**config.mk**
```make
export PLATFORM = sky130hd
export DESIGN_NAME = link_throughput_monitor
export DESIGN_NICKNAME = d
export VERILOG_FILES = /design/src/hdl/ltm_pkg.sv /design/src/hdl/ltm_div.sv /design/src/hdl/ltm_queue.sv /design/src/hdl/ltm_front.sv /design/src/hdl/ltm_back.sv /design/src/hdl/link_throughput_monitor.sv
export SDC_FILE = /design/constraint.sdc
export NUM_CORES = 2
export LEC_CHECK = 0
export ABC_AREA = 1
export BUFFER_PORTS_ARGS = -buffer_cell sky130_fd_sc_hd__buf_4
export CELL_PAD_IN_SITES_DETAIL_PLACEMENT = 1
export CELL_PAD_IN_SITES_GLOBAL_PLACEMENT = 2
export CORE_MARGIN = 1.5
export CORE_UTILIZATION = 30
export DETAILED_ROUTE_END_ITERATION = 12
export GPL_TIMING_DRIVEN = 1
export PLACE_DENSITY_LB_ADDON = 0.1
export SYNTH_ARGS = -nofsm -noshare
export SYNTH_HDL_FRONTEND = slang
export SYNTH_SLANG_ARGS = --single-unit
```
**constraint.sdc**
```tcl
create_clock -name clk -period 29 [get_ports clk]
set_clock_uncertainty 0.15 [all_clocks]
set_input_delay 5.8 -clock clk [delete_from_list [all_inputs] [get_ports clk]]
set_output_delay 5.8 -clock clk [all_outputs]
set_load 0.01 [all_outputs]
```
**src/hdl/ltm_pkg.sv**
```systemverilog
// Shared types, codes and reset values for the link throughput monitor.
package ltm_pkg;

  // Input operation codes.
  typedef enum logic [2:0] {
    OP_RX_PKT  = 3'd0,
    OP_TX_PKT  = 3'd1,
    OP_RX_BYTE = 3'd2,
    OP_TX_BYTE = 3'd3,
    OP_TICK    = 3'd4
  } ltm_op_t;

  // Result outcome codes.
  typedef enum logic [1:0] {
    OUT_SHORT    = 2'd0,
    OUT_STALE    = 2'd1,
    OUT_MEASURED = 2'd2
  } ltm_outcome_t;

  // CPU mode request codes.
  typedef enum logic [1:0] {
    MODE_NONE = 2'd0,
    MODE_BUSY = 2'd1,
    MODE_IDLE = 2'd2
  } ltm_mode_t;

  // Configuration register indexes.
  typedef enum logic [2:0] {
    REG_PERIOD    = 3'd0,
    REG_WINDOW    = 3'd1,
    REG_LOAD_LOW  = 3'd2,
    REG_BIND      = 3'd3,
    REG_TX_HIGH   = 3'd4,
    REG_TX_LOW    = 3'd5,
    REG_RX_HIGH   = 3'd6,
    REG_RX_LOW    = 3'd7
  } ltm_reg_t;

  // Back end sequencer states.
  typedef enum logic [1:0] {
    ST_IDLE = 2'd0,
    ST_DIV  = 2'd1,
    ST_FIN  = 2'd2
  } ltm_state_t;

  typedef struct packed {
    logic [15:0] period;
    logic [7:0]  window;
    logic [15:0] load_low;
    logic        bind_en;
    logic [15:0] tx_high;
    logic [15:0] tx_low;
    logic [15:0] rx_high;
    logic [15:0] rx_low;
  } ltm_cfg_t;

  // Classification of one tick, passed from the front to the back.
  typedef struct packed {
    ltm_outcome_t outcome;
    logic         closed;
    logic [31:0]  dur;
  } ltm_tick_t;

  localparam ltm_cfg_t CFG_RESET = '{
    period:   16'd100,
    window:   8'd20,
    load_low: 16'd50,
    bind_en:  1'b1,
    tx_high:  16'd200,
    tx_low:   16'd150,
    rx_high:  16'd200,
    rx_low:   16'd150
  };

  // Stale limit for the reset configuration: period * window * 4.
  localparam logic [31:0] STALE_LIM_RESET = 32'd8000;

  localparam int QUEUE_DEPTH = 2;

  localparam int DATA_BITS = 32;

endpackage

```
**src/hdl/ltm_div.sv**
```systemverilog
// One lane of the restoring divider, one quotient bit per cycle while step is high.
module ltm_div import ltm_pkg::*; #(
  parameter int DW = 42
) (
  input  logic                 clk,
  input  logic                 load,
  input  logic                 step,
  input  logic [DW-1:0]        dividend,
  input  logic [DATA_BITS-1:0] divisor,
  output logic [DW-1:0]        quotient
);

  logic [DATA_BITS-1:0] rem;
  logic [DW-1:0]        acc;
  logic [DATA_BITS:0]   rem_sh;
  logic                 ge;
  logic [DATA_BITS:0]   diff;

  // The dividend shifts out of the top of acc while quotient bits shift in.
  always_comb begin
    rem_sh = {rem, acc[DW-1]};
    ge     = rem_sh >= {1'b0, divisor};
    diff   = rem_sh - {1'b0, divisor};
  end

  always_ff @(posedge clk) begin
    if (load) begin
      rem <= '0;
      acc <= dividend;
    end else if (step) begin
      rem <= ge ? diff[DATA_BITS-1:0] : rem_sh[DATA_BITS-1:0];
      acc <= {acc[DW-2:0], ge};
    end
  end

  assign quotient = acc;

endmodule

```
**src/hdl/ltm_queue.sv**
```systemverilog
// Short register queue between the front and the back.
module ltm_queue import ltm_pkg::*; #(
  parameter int W = 195
) (
  input  logic         clk,
  input  logic         rst,
  input  logic         push,
  input  logic [W-1:0] push_data,
  output logic         full,
  input  logic         pop,
  output logic         head_valid,
  output logic [W-1:0] head
);

  localparam int PW = (QUEUE_DEPTH > 1) ? $clog2(QUEUE_DEPTH) : 1;
  localparam int NW = $clog2(QUEUE_DEPTH + 1);

  logic [W-1:0]  slots [QUEUE_DEPTH];
  logic [PW-1:0] wr_ptr;
  logic [PW-1:0] rd_ptr;
  logic [NW-1:0] count;

  assign full       = count == NW'(QUEUE_DEPTH);
  assign head_valid = count != '0;
  assign head       = slots[rd_ptr];

  always_ff @(posedge clk) begin
    if (rst) begin
      wr_ptr <= '0;
      rd_ptr <= '0;
      count  <= '0;
    end else begin
      if (push) begin
        wr_ptr <= (wr_ptr == PW'(QUEUE_DEPTH - 1)) ? '0 : wr_ptr + 1'b1;
      end
      if (pop) begin
        rd_ptr <= (rd_ptr == PW'(QUEUE_DEPTH - 1)) ? '0 : rd_ptr + 1'b1;
      end
      if (push && !pop) begin
        count <= count + 1'b1;
      end else if (pop && !push) begin
        count <= count - 1'b1;
      end
    end
  end

  always_ff @(posedge clk) begin
    if (push) begin
      slots[wr_ptr] <= push_data;
    end
  end

endmodule

```
**src/hdl/ltm_front.sv**
```systemverilog
// Front end: takes beats, keeps the counters and classifies each tick.
module ltm_front import ltm_pkg::*; #(
  parameter int COUNTER_BITS = 32
) (
  input  logic                                        clk,
  input  logic                                        rst,
  input  ltm_cfg_t                                    cfg,
  input  logic                                        in_valid,
  output logic                                        in_stall,
  input  logic [2:0]                                  opcode,
  input  logic [15:0]                                 amount,
  input  logic [31:0]                                 now_ms,
  input  logic                                        q_full,
  output logic                                        q_push,
  output logic [$bits(ltm_tick_t)+5*COUNTER_BITS-1:0] q_data
);

  localparam int CB = COUNTER_BITS;

  logic [CB-1:0] rx_pkt;
  logic [CB-1:0] tx_pkt;
  logic [CB-1:0] rx_byte;
  logic [CB-1:0] tx_byte;
  logic [7:0]    tick_count;
  logic [31:0]   window_start;
  logic [31:0]   stale_lim;
  logic [23:0]   lim_prod;

  logic          accept;
  logic [7:0]    tick_next;
  logic [31:0]   dur;
  logic          is_short;
  logic          is_stale;
  logic          restart;
  ltm_tick_t     info;
  logic [CB-1:0] total;

  assign in_stall = q_full;
  assign accept   = in_valid && !q_full;

  always_comb begin
    lim_prod  = cfg.period * cfg.window;
    stale_lim = {6'd0, lim_prod, 2'd0};
    tick_next = tick_count + 8'd1;
    dur       = now_ms - window_start;
    is_short  = (dur == '0) || (dur < 32'(cfg.period >> 1));
    is_stale  = !is_short && (dur > stale_lim);
    total     = rx_pkt + tx_pkt;
    info.dur  = dur;
    if (is_short) begin
      info.outcome = OUT_SHORT;
    end else if (is_stale) begin
      info.outcome = OUT_STALE;
    end else begin
      info.outcome = OUT_MEASURED;
    end
    info.closed = !is_short && !is_stale && (tick_next >= cfg.window);
    restart     = is_stale || info.closed;
    q_push      = accept && (ltm_op_t'(opcode) == OP_TICK);
  end

  assign q_data = {info, total, tx_pkt, rx_pkt, rx_byte, tx_byte};

  always_ff @(posedge clk) begin
    if (rst) begin
      rx_pkt       <= '0;
      tx_pkt       <= '0;
      rx_byte      <= '0;
      tx_byte      <= '0;
      tick_count   <= '0;
      window_start <= '0;
    end else begin
      if (accept) begin
        case (ltm_op_t'(opcode))
          OP_RX_PKT:  rx_pkt  <= rx_pkt + CB'(amount);
          OP_TX_PKT:  tx_pkt  <= tx_pkt + CB'(amount);
          OP_RX_BYTE: rx_byte <= rx_byte + CB'(amount);
          OP_TX_BYTE: tx_byte <= tx_byte + CB'(amount);
          OP_TICK: begin
            if (restart) begin
              rx_pkt       <= '0;
              tx_pkt       <= '0;
              rx_byte      <= '0;
              tx_byte      <= '0;
              tick_count   <= '0;
              window_start <= now_ms;
            end else begin
              tick_count <= tick_next;
            end
          end
          default: ;
        endcase
      end
    end
  end

endmodule

```
**src/hdl/ltm_back.sv**
```systemverilog
// Back end: divides the tick snapshot into rates and applies the mode hysteresis.
module ltm_back import ltm_pkg::*; #(
  parameter int COUNTER_BITS = 32
) (
  input  logic                                        clk,
  input  logic                                        rst,
  input  ltm_cfg_t                                    cfg,
  input  logic                                        q_valid,
  input  logic [$bits(ltm_tick_t)+5*COUNTER_BITS-1:0] q_data,
  output logic                                        q_pop,
  output logic                                        out_valid,
  input  logic                                        out_stall,
  output logic [1:0]                                  outcome,
  output logic [31:0]                                 total_pps,
  output logic [31:0]                                 tx_pps,
  output logic [31:0]                                 rx_pps,
  output logic [31:0]                                 rx_rate_mbps,
  output logic [31:0]                                 tx_rate_mbps,
  output logic                                        rx_busy,
  output logic [1:0]                                  cpu_mode,
  output logic                                        cpu_mode_changed,
  output logic                                        window_closed
);

  localparam int CB = COUNTER_BITS;
  localparam int DW = (CB + 10 > DATA_BITS) ? CB + 10 : DATA_BITS + 1;
  localparam int CW = $clog2(DW);

  ltm_state_t state, state_next;
  logic [CW-1:0]        cnt;
  ltm_tick_t            info;
  logic [DATA_BITS-1:0] dur;
  logic                 busy_flag;
  ltm_mode_t            mode;

  ltm_tick_t     head_info;
  logic [CB-1:0] h_total, h_tx_pkt, h_rx_pkt, h_rx_byte, h_tx_byte;
  logic [DW-1:0] dvd_tot, dvd_tx, dvd_rx, dvd_rxb, dvd_txb;
  logic [DW-1:0] quo_tot, quo_tx, quo_rx, quo_rxb, quo_txb;

  logic          div_step;
  logic          out_write;
  logic          measured;
  logic          busy_new;
  ltm_mode_t     req;
  logic          changed;

  assign h_tx_byte = q_data[CB-1:0];
  assign h_rx_byte = q_data[2*CB-1:CB];
  assign h_rx_pkt  = q_data[3*CB-1:2*CB];
  assign h_tx_pkt  = q_data[4*CB-1:3*CB];
  assign h_total   = q_data[5*CB-1:4*CB];
  assign head_info = q_data[$bits(ltm_tick_t)+5*CB-1:5*CB];

  // Times 1000 as 1024 - 32 + 8, kept exact in the wider dividend.
  assign dvd_tot = DW'({h_total, 10'd0}) - DW'({h_total, 5'd0}) + DW'({h_total, 3'd0});
  assign dvd_tx  = DW'({h_tx_pkt, 10'd0}) - DW'({h_tx_pkt, 5'd0}) + DW'({h_tx_pkt, 3'd0});
  assign dvd_rx  = DW'({h_rx_pkt, 10'd0}) - DW'({h_rx_pkt, 5'd0}) + DW'({h_rx_pkt, 3'd0});
  assign dvd_rxb = DW'(h_rx_byte >> 7);
  assign dvd_txb = DW'(h_tx_byte >> 7);

  ltm_div #(.DW(DW)) u_div_tot (
    .clk(clk), .load(q_pop), .step(div_step),
    .dividend(dvd_tot), .divisor(dur), .quotient(quo_tot)
  );
  ltm_div #(.DW(DW)) u_div_tx (
    .clk(clk), .load(q_pop), .step(div_step),
    .dividend(dvd_tx), .divisor(dur), .quotient(quo_tx)
  );
  ltm_div #(.DW(DW)) u_div_rx (
    .clk(clk), .load(q_pop), .step(div_step),
    .dividend(dvd_rx), .divisor(dur), .quotient(quo_rx)
  );
  ltm_div #(.DW(DW)) u_div_rxb (
    .clk(clk), .load(q_pop), .step(div_step),
    .dividend(dvd_rxb), .divisor(dur), .quotient(quo_rxb)
  );
  ltm_div #(.DW(DW)) u_div_txb (
    .clk(clk), .load(q_pop), .step(div_step),
    .dividend(dvd_txb), .divisor(dur), .quotient(quo_txb)
  );

  always_ff @(posedge clk) begin
    if (rst) begin
      state <= ST_IDLE;
    end else begin
      state <= state_next;
    end
  end

  always_comb begin
    state_next = state;
    q_pop      = 1'b0;
    div_step   = 1'b0;
    out_write  = 1'b0;
    case (state)
      ST_IDLE: begin
        if (q_valid) begin
          q_pop      = 1'b1;
          state_next = (head_info.outcome == OUT_MEASURED) ? ST_DIV : ST_FIN;
        end
      end
      ST_DIV: begin
        div_step = 1'b1;
        if (cnt == '0) begin
          state_next = ST_FIN;
        end
      end
      ST_FIN: begin
        if (!out_valid || !out_stall) begin
          out_write  = 1'b1;
          state_next = ST_IDLE;
        end
      end
      default: state_next = ST_IDLE;
    endcase
  end

  // Thresholds are compared against the exact quotients, not the saturated ones.
  always_comb begin
    measured = info.outcome == OUT_MEASURED;
    busy_new = quo_rxb > DW'(cfg.load_low);
    if ((quo_txb > DW'(cfg.tx_high)) || (quo_rxb > DW'(cfg.rx_high))) begin
      req = MODE_BUSY;
    end else if ((quo_txb < DW'(cfg.tx_low)) && (quo_rxb < DW'(cfg.rx_low))) begin
      req = MODE_IDLE;
    end else begin
      req = MODE_NONE;
    end
    changed = measured && cfg.bind_en && (req != MODE_NONE) && (req != mode);
  end

  always_ff @(posedge clk) begin
    if (rst) begin
      out_valid <= 1'b0;
      busy_flag <= 1'b0;
      mode      <= MODE_NONE;
    end else begin
      if (out_write) begin
        out_valid <= 1'b1;
      end else if (!out_stall) begin
        out_valid <= 1'b0;
      end
      if (out_write && measured) begin
        busy_flag <= busy_new;
      end
      if (out_write && changed) begin
        mode <= req;
      end
    end
  end

  always_ff @(posedge clk) begin
    if (q_pop) begin
      info <= head_info;
      dur  <= head_info.dur;
      cnt  <= CW'(DW - 1);
    end else if (div_step) begin
      cnt <= cnt - 1'b1;
    end
    if (out_write) begin
      outcome          <= info.outcome;
      total_pps        <= !measured ? '0 : (|quo_tot[DW-1:DATA_BITS]) ? '1
                                           : quo_tot[DATA_BITS-1:0];
      tx_pps           <= !measured ? '0 : (|quo_tx[DW-1:DATA_BITS]) ? '1
                                           : quo_tx[DATA_BITS-1:0];
      rx_pps           <= !measured ? '0 : (|quo_rx[DW-1:DATA_BITS]) ? '1
                                           : quo_rx[DATA_BITS-1:0];
      rx_rate_mbps     <= !measured ? '0 : (|quo_rxb[DW-1:DATA_BITS]) ? '1
                                           : quo_rxb[DATA_BITS-1:0];
      tx_rate_mbps     <= !measured ? '0 : (|quo_txb[DW-1:DATA_BITS]) ? '1
                                           : quo_txb[DATA_BITS-1:0];
      rx_busy          <= measured ? busy_new : busy_flag;
      cpu_mode         <= changed ? req : mode;
      cpu_mode_changed <= changed;
      window_closed    <= measured && info.closed;
    end
  end

endmodule

```
**src/hdl/link_throughput_monitor.sv**
```systemverilog
// Top level of the link throughput monitor: configuration registers and the front/queue/back split.
//
// The monitor sums receive and transmit packet and byte counts from add beats and, on each
// tick beat, measures the time since the window start and reports packets per second and
// approximate Mbps, a receive-busy flag and a busy/idle CPU mode request with hysteresis.
// Add beats are accepted every cycle while in_stall is low. On a tick beat the front end
// classifies it (too short, stale restart, or measured), updates the counters and the window,
// and pushes a snapshot into a two-entry queue. The back end then works on one tick at a time:
// a short or stale tick goes from the idle state straight to the finish state, while a measured
// tick first passes through the divide state, where five restoring divider lanes sharing the
// elapsed time as divisor produce one quotient bit per cycle. The dividend is COUNTER_BITS + 10
// bits wide, or 33 when that is not above 32. in_stall rises only while both queue entries
// hold ticks, which also holds back add beats. Results leave through an output register, so
// a result waiting on out_stall does not keep the back end from starting its next division.
// Configuration registers are written through cfg_write/cfg_index/cfg_data; the user must
// write them only while the block is idle, which the block itself does not enforce.
// cfg_data is 16 bits wide and narrower registers take its low bits.
module link_throughput_monitor import ltm_pkg::*; #(
  parameter int COUNTER_BITS = 32
) (
  input  logic        clk,
  input  logic        rst,
  input  logic        in_valid,
  output logic        in_stall,
  input  logic [2:0]  opcode,
  input  logic [15:0] amount,
  input  logic [31:0] now_ms,
  input  logic        cfg_write,
  input  logic [2:0]  cfg_index,
  input  logic [15:0] cfg_data,
  output logic        out_valid,
  input  logic        out_stall,
  output logic [1:0]  outcome,
  output logic [31:0] total_pps,
  output logic [31:0] tx_pps,
  output logic [31:0] rx_pps,
  output logic [31:0] rx_rate_mbps,
  output logic [31:0] tx_rate_mbps,
  output logic        rx_busy,
  output logic [1:0]  cpu_mode,
  output logic        cpu_mode_changed,
  output logic        window_closed
);

  // One queue entry is the tick classification plus five counter snapshots.
  localparam int EW = $bits(ltm_tick_t) + 5 * COUNTER_BITS;

  ltm_cfg_t      cfg;
  logic          q_push;
  logic          q_full;
  logic          q_pop;
  logic          q_valid;
  logic [EW-1:0] q_in;
  logic [EW-1:0] q_head;

  // Configuration registers; each write takes the low bits of cfg_data that the register needs.
  always_ff @(posedge clk) begin
    if (rst) begin
      cfg <= CFG_RESET;
    end else if (cfg_write) begin
      case (ltm_reg_t'(cfg_index))
        REG_PERIOD:   cfg.period   <= cfg_data;
        REG_WINDOW:   cfg.window   <= cfg_data[7:0];
        REG_LOAD_LOW: cfg.load_low <= cfg_data;
        REG_BIND:     cfg.bind_en  <= cfg_data[0];
        REG_TX_HIGH:  cfg.tx_high  <= cfg_data;
        REG_TX_LOW:   cfg.tx_low   <= cfg_data;
        REG_RX_HIGH:  cfg.rx_high  <= cfg_data;
        REG_RX_LOW:   cfg.rx_low   <= cfg_data;
        default: ;
      endcase
    end
  end

  // The front owns the counters, the tick count and the window start.
  ltm_front #(.COUNTER_BITS(COUNTER_BITS)) u_front (
    .clk      (clk),
    .rst      (rst),
    .cfg      (cfg),
    .in_valid (in_valid),
    .in_stall (in_stall),
    .opcode   (opcode),
    .amount   (amount),
    .now_ms   (now_ms),
    .q_full   (q_full),
    .q_push   (q_push),
    .q_data   (q_in)
  );

  ltm_queue #(.W(EW)) u_queue (
    .clk        (clk),
    .rst        (rst),
    .push       (q_push),
    .push_data  (q_in),
    .full       (q_full),
    .pop        (q_pop),
    .head_valid (q_valid),
    .head       (q_head)
  );

  // The back owns the busy flag and the CPU mode, updated in tick order.
  ltm_back #(.COUNTER_BITS(COUNTER_BITS)) u_back (
    .clk              (clk),
    .rst              (rst),
    .cfg              (cfg),
    .q_valid          (q_valid),
    .q_data           (q_head),
    .q_pop            (q_pop),
    .out_valid        (out_valid),
    .out_stall        (out_stall),
    .outcome          (outcome),
    .total_pps        (total_pps),
    .tx_pps           (tx_pps),
    .rx_pps           (rx_pps),
    .rx_rate_mbps     (rx_rate_mbps),
    .tx_rate_mbps     (tx_rate_mbps),
    .rx_busy          (rx_busy),
    .cpu_mode         (cpu_mode),
    .cpu_mode_changed (cpu_mode_changed),
    .window_closed    (window_closed)
  );

`ifndef SYNTHESIS
  // A tick is never pushed into a full queue.
  a_no_overflow: assert property (@(posedge clk) disable iff (rst)
    q_push |-> !q_full)
    else $error("tick pushed into a full queue");

  // Short and stale results carry no rates, no mode change and no window close.
  a_quiet_result: assert property (@(posedge clk) disable iff (rst)
    (out_valid && (outcome != OUT_MEASURED)) |->
      (!cpu_mode_changed && !window_closed && (total_pps == '0) && (rx_rate_mbps == '0)))
    else $error("unmeasured result carries measurement fields");

  // A reported mode change always lands on a real request.
  a_mode_change: assert property (@(posedge clk) disable iff (rst)
    (out_valid && cpu_mode_changed) |-> ((cpu_mode == MODE_BUSY) || (cpu_mode == MODE_IDLE)))
    else $error("mode change reported without a busy or idle request");
`endif

endmodule
```
Word-level counts from Yosys, hierarchy flattened
Memories as Yosys holds them, arrays and structs flattened. A register that Yosys moved wholly into a read port is not among the register bits.
Index checks and enable logic that the tools add are counted.
Widths: inputs -> output; s select.
- reductions and logical operators: 58
- eq/ne operators: 22
- multiply operators: 1
- magnitude comparators: 13
- muxes and demuxes: 52
- add/sub/neg operators: 23
- operator list (kind ; number):
    $mux 32 ; 11
    $pmux 32 s2 ; 4
    $mux 42 ; 6
    $sub 32x32->32 ; 6
    $ge 33x32->1 ; 5
    $add 32x16->32 ; 4
    $add 42x35->42 ; 3
    $gt 42x16->1 ; 3
    $sub 42x37->42 ; 3
    $mux 25 ; 4
    $lt 42x16->1 ; 2
    $reduce_or 10->1 ; 5
    $add 32x32->32 ; 1
    $gt 32x26->1 ; 1
    $logic_not 32->1 ; 1
    $lt 32x15->1 ; 1
    $mul 16x8->24 ; 1
    $mux 2 ; 11
    $reduce_and 2->1 ; 9
    $reduce_and 3->1 ; 6
    $reduce_bool 2->1 ; 8
    $eq 3x3->1 const B ; 5
    $logic_and 1x1->1 ; 14
    $mux 1 ; 14
    20 further kinds ; 41
- register bits: 861
- input bits: 75
- memories kept: 1
- word-level logic and storage cells: 217
- bits in writable memories: 390
- output and inout bits: 169
- memories (memory ; words ; width ; read ports ; clocked after memory_dff ; wr ports ; line ; source):
    u_queue.slots ; 2 ; 195 ; 1 ; 1 ; 1 ; ltm_queue.sv:18 ; logic [W-1:0] slots [QUEUE_DEPTH];

Logic depth before layout (Yosys ltp)
- depth after elaboration: 11
- mapped depth: 41
- mapped depth without buffers: 38

By module
Synthesis repeated with hierarchy kept, for this count alone.
- cell total of the unflattened synthesis: 11885
- area, all modules: 90146.5 µm²
- modules (own cells, without submodules) (module ; instances ; area each (µm²) ; seq. area each (µm²) ; cells an instance):
    ltm_div ; 5 ; 5879.4 ; 1901.8 ; 937
    ltm_front ; 1 ; 21161.5 ; 3363.2 ; 3372
    ltm_back ; 1 ; 20573.5 ; 6306.0 ; 2607
    ltm_queue ; 1 ; 14919.3 ; 11811.3 ; 640
    link_throughput_monitor ; 1 ; 4095.2 ; 2102.0 ; 581

Worst setup path before layout
No wires, ideal clock.
- path kind: input -> register
- start point: input port opcode[1]
- end point: memory u_queue.slots[1][100], enable pin
- data required time: 28.123 ns
- setup time: 0.727 ns
- setup slack: 13.791 ns
- stages on the path: 7
- arrival time: 14.332 ns
- buffers on the path: 0
- cells stage by stage: nor2_1 > inv_1 > nor2_1 > inv_1 > nor2_1 > clkinv_1 > nor2_1
- word-level cells in the longest chain between the ends: 4
- ends and longest elaborated chain (element ; line ; source):
    start: declaration ; link_throughput_monitor.sv:25 ; input logic [2:0] opcode,
    $eq 3x3->1 ; ltm_front.sv:59 ; q_push = accept && (ltm_op_t'(opcode) == OP_TICK);
    $logic_and 1x1->1 ; ltm_front.sv:59 ;
    $mux 1 ; ltm_queue.sv:48 ; if (push) begin
    $mux 1 (not written as such) ; ltm_queue.sv:49 ; slots[wr_ptr] <= push_data;
    end: declaration ; ltm_queue.sv:18 ;
No other way between the ends.

Worst setup path after layout
- start point: input port opcode[1]
- end point: memory u_queue.slots[0][105], enable pin
Same word-level chain as after synthesis.

==> flow_metrics.env <==
export IMPL_status="finished clean"
export IMPL_drive_gt1_share_pct=7.120
export IMPL_grt_max_degree=118
export IMPL_slowest_stage="nor2_4"
export IMPL_seq_area_um2=31910
export IMPL_p_clk_share_pct=23.8
export IMPL_setup_tns_ps=0
export IMPL_hold_path_class="flop to flop"
export IMPL_portBuffers=243
export IMPL_synth_top_area_share_pct=27.64
export IMPL_nets=11150
export IMPL_ir_drop_mv=0.09026
export IMPL_crit_family="buffers and inverters"
export IMPL_reg2reg_depth=34
export IMPL_synthCells=10150
export IMPL_path_cells="buf_4 -> nor2_1 -> inv_1 -> nor2_4 -> buf_4 -> inv_1 -> nor2_2 -> buf_4 -> clkinv_1 -> nor2_4 -> buf_4 -> buf_4 -> buf_4"
export IMPL_timing_rr_end="u_front.rx_pkt[31]$_SDFFE_PP0P_"
export IMPL_fin_hold_ws_ps=296.2
export IMPL_clk_latency_ps=850
export IMPL_gp_congestion=0.8590
export IMPL_p_sw_share_pct=44.34
export IMPL_ys_top_cells_by_area="edfxtp_1 (28%), dfxtp_1 (12%), nand2_1 (10%), ha_1 (9.2%), inv_1 (7.0%)"
export IMPL_fin_crit_ps=10940
export IMPL_power_total_mw=8.546
export IMPL_cts_tree="yes"
export IMPL_cts_sinks=1224
export IMPL_rrSetupSlack_ps=19060
export IMPL_grt_total_usage_pct=21.00
export IMPL_critPathArrivalTime_ps=11230
export IMPL_area_growth_syn_to_layout_pct=13.53
export IMPL_worstSetupEndpointType="flop"
export IMPL_worstMarginPinSlew_ps=1112
export IMPL_vias=68650
export IMPL_p_seq_share_pct=29.4
export IMPL_wl_per_cell_um=20.73
export IMPL_clk_pin_slew_ps=60
export IMPL_layout_setup_ws_ps=18060
export IMPL_holdPathStages=1
export IMPL_p_leak_nw=40.48
export IMPL_antenna_found_initial=7
export IMPL_syn_avg_cell_area_um2=7.920
export IMPL_mostFrequentLayoutCell="nand2_1"
export IMPL_gr_total_overflow=0
export IMPL_fill_cells=31850
export IMPL_die_h_um=520.7
export IMPL_most_common_layout_cells="nand2_1 (2,177), inv_1 (1,496), o21ai_0 (938), a21oi_1 (842), nor2_1 (803)"
export IMPL_io_pins=244
export IMPL_clockBufferDepth=4
export IMPL_async_flop_share_pct=0
export IMPL_cts_buffers=166
export IMPL_grt_pass1_wl_um=440300
export IMPL_die_w_um=520.7
export IMPL_multi_input_area_um2=41710
export IMPL_ant_nets=0
export IMPL_netlist_area_um2=80390
export IMPL_first_pass_iters=5
export IMPL_core_area_um2=265800
export IMPL_cts_hold_buf=0
export IMPL_cp_common_cell="buf_4"
export IMPL_start_util_pct=30.24
export IMPL_ys_seq_elements=1224
export IMPL_dpl_hpwl_um=219300
export IMPL_slew_viol_final=0
export IMPL_yosys_area_top_type="edfxtp_1"
export IMPL_crit_buf_inv=9
export IMPL_crit_type="primary input to flop"
export IMPL_synth_nets=10990
export IMPL_drc=0
export IMPL_startpoint_type="primary input"
export IMPL_maxCapViolCount=0
export IMPL_hp_start="u_queue.rd_ptr$_SDFFE_PP0P_"
export IMPL_seq_area_frac_synth_pct=39.69
export IMPL_crit_required_ps=29300
export IMPL_grt_pass1_vias=71500
export IMPL_p_int_mw=4.757
export IMPL_fin_crit_sh_pct=37.72
export IMPL_rsz0062_at_grt="false"
export IMPL_vias_per_cell=4.914
export IMPL_p_switching_mw=3.789
export IMPL_cellPowerDensity_nw_per_um2=93.64
export IMPL_rr_startpoint="cfg[88]$_SDFFE_PP0P_"
export IMPL_synth_ff_type="edfxtp_1"
export IMPL_cts_setup_buffers=0
export IMPL_synth_edf_count=740
export IMPL_max_slew_margin_rel_pct=25.10
export IMPL_root_buffer="clkbuf_16"
export IMPL_setup_viol=0
export IMPL_max_stage_delay_ps=910
export IMPL_max_freq_ghz=0.09143
export IMPL_wl_um=289600
export IMPL_yosysWarnings=0
export IMPL_cts_resized=0
export IMPL_pwr_share_comb_pct=46.8
export IMPL_dieArea_um2=271100
export IMPL_drt_initial_drc_count=3730
export IMPL_hold_viol=0
export IMPL_worst_path_max_fanout=66
export IMPL_rows=189
export IMPL_ys_types=53
export IMPL_place_ws_ps=17080
export IMPL_h_tree_depth=4
-- sequential cells by signal, indices dropped and copies added, names as in the netlist, 32 cells and up, named ones only --
name / count
u_back.u_div_rx.rem: 32
u_back.u_div_tx.rem: 32
u_back.tx_pps: 32
u_back.u_div_rx.quotient: 42
u_back.u_div_txb.rem: 32
u_back.u_div_tot.rem: 32
u_back.u_div_rxb.quotient: 42
u_front.rx_pkt: 32
u_queue.slots: 362
u_front.tx_pkt: 32
u_front.window_start: 32
u_back.u_div_txb.quotient: 42
u_back.u_div_tx.quotient: 42
u_back.rx_pps: 32
u_back.dur: 32
u_back.u_div_tot.quotient: 42
u_back.total_pps: 32
u_back.rx_rate_mbps: 32
u_front.rx_byte: 32
u_back.u_div_rxb.rem: 32
cfg: 105
u_back.tx_rate_mbps: 32
u_front.tx_byte: 32
-- metal layers --
metal | GRT usage [%] | up-vias | share of wire (%)
met5 | 0 | - | 0
met3 | 2.213 | 305 | 2.8
met4 | 4.640 | 0 | 2.2
met2 | 34.57 | 861 | 46
li1 | - | 34000 | -
met1 | 29.51 | 33480 | 49
-- power by group through the flow --
stage | combinational [mW] | clock, mW | sequential [mW]
after floorplan | 2.64 | 0 | 2.50
after global routing | 4.53 | 2.16 | 2.54
after global placement | 4.00 | 0 | 2.55
final | 4.00 | 2.04 | 2.51
after detailed placement | 4.05 | 0 | 2.55
after CTS | 4.07 | 2.10 | 2.52
-- metrics by stage --
step,instance area [um2],utilization (%),std cells
after global routing,91260,34.34,13970
after floorplan,80390,-,10150
after detailed placement,85960,32.34,13680
final,91270,34.34,13970
after global placement,85960,32.34,13680
after CTS,91260,34.33,13970
-- cell families after synthesis --
kind of cell	Yosys count	synth area share, %
and+or+nand+nor	3789	19.56
DFF	1224	39.69
muxes	6	0.07471
AOI/OAI and AO/OA	2234	15.15
adders and majority gates	763	13.46
buffers and inverters	1813	8.563
xor gates and xnor gates	321	3.497
-- area by class of cell --
class                      count  area share, %
antenna                        2       0.005484
inverter                    1507          6.221
clock buffer                 208          4.890
timing repair buffer         299          2.459
multi-input combinational   7113          45.70
tap                         3533          4.844
clock inverter                84         0.9117
sequential                  1224          34.97
-- cells in the mapped netlist (all sizes together), types with 2 or more instances --
cell,instances
nand2,2186
inv,1505
o21ai,944
a21oi,842
nor2,814
edfxtp,740
ha,593
dfxtp,484
nand3,334
clkbuf,255
fa,170
or2,167
xor2,166
xnor2,155
a31oi,113
nor3,99
nand4,86
o211ai,67
a21o,54
nor4,53
buf,51
a21boi,46
o21a,42
o22ai,35
o21bai,32
nand3b,23
a221oi,18
o31ai,12
a211oi,11
and3,10
and2,7
o2111ai,7
mux2i,6
a211o,4
nor3b,4
o41ai,3
a2111oi,2
clkinv,2
or3,2
or4,2
-- worst max path at each step --
stage | endpoint | slack (ps) | startpoint | cells after the start
after floorplan | u_queue.slots[1][100]$_DFFE_PP_ | 13790 | opcode[1] | 7
after detailed placement | u_queue.slots[0][100]$_DFFE_PP_ | 17080 | opcode[1] | 13
after global placement | u_queue.slots[0][105]$_DFFE_PP_ | 17150 | opcode[1] | 13
final | u_queue.slots[0][105]$_DFFE_PP_ | 18060 | opcode[1] | 13
after CTS | u_queue.slots[0][102]$_DFFE_PP_ | 17980 | opcode[1] | 13
after global routing | u_queue.slots[0][102]$_DFFE_PP_ | 17580 | opcode[1] | 13
Power figures use the tool's default switching activity.
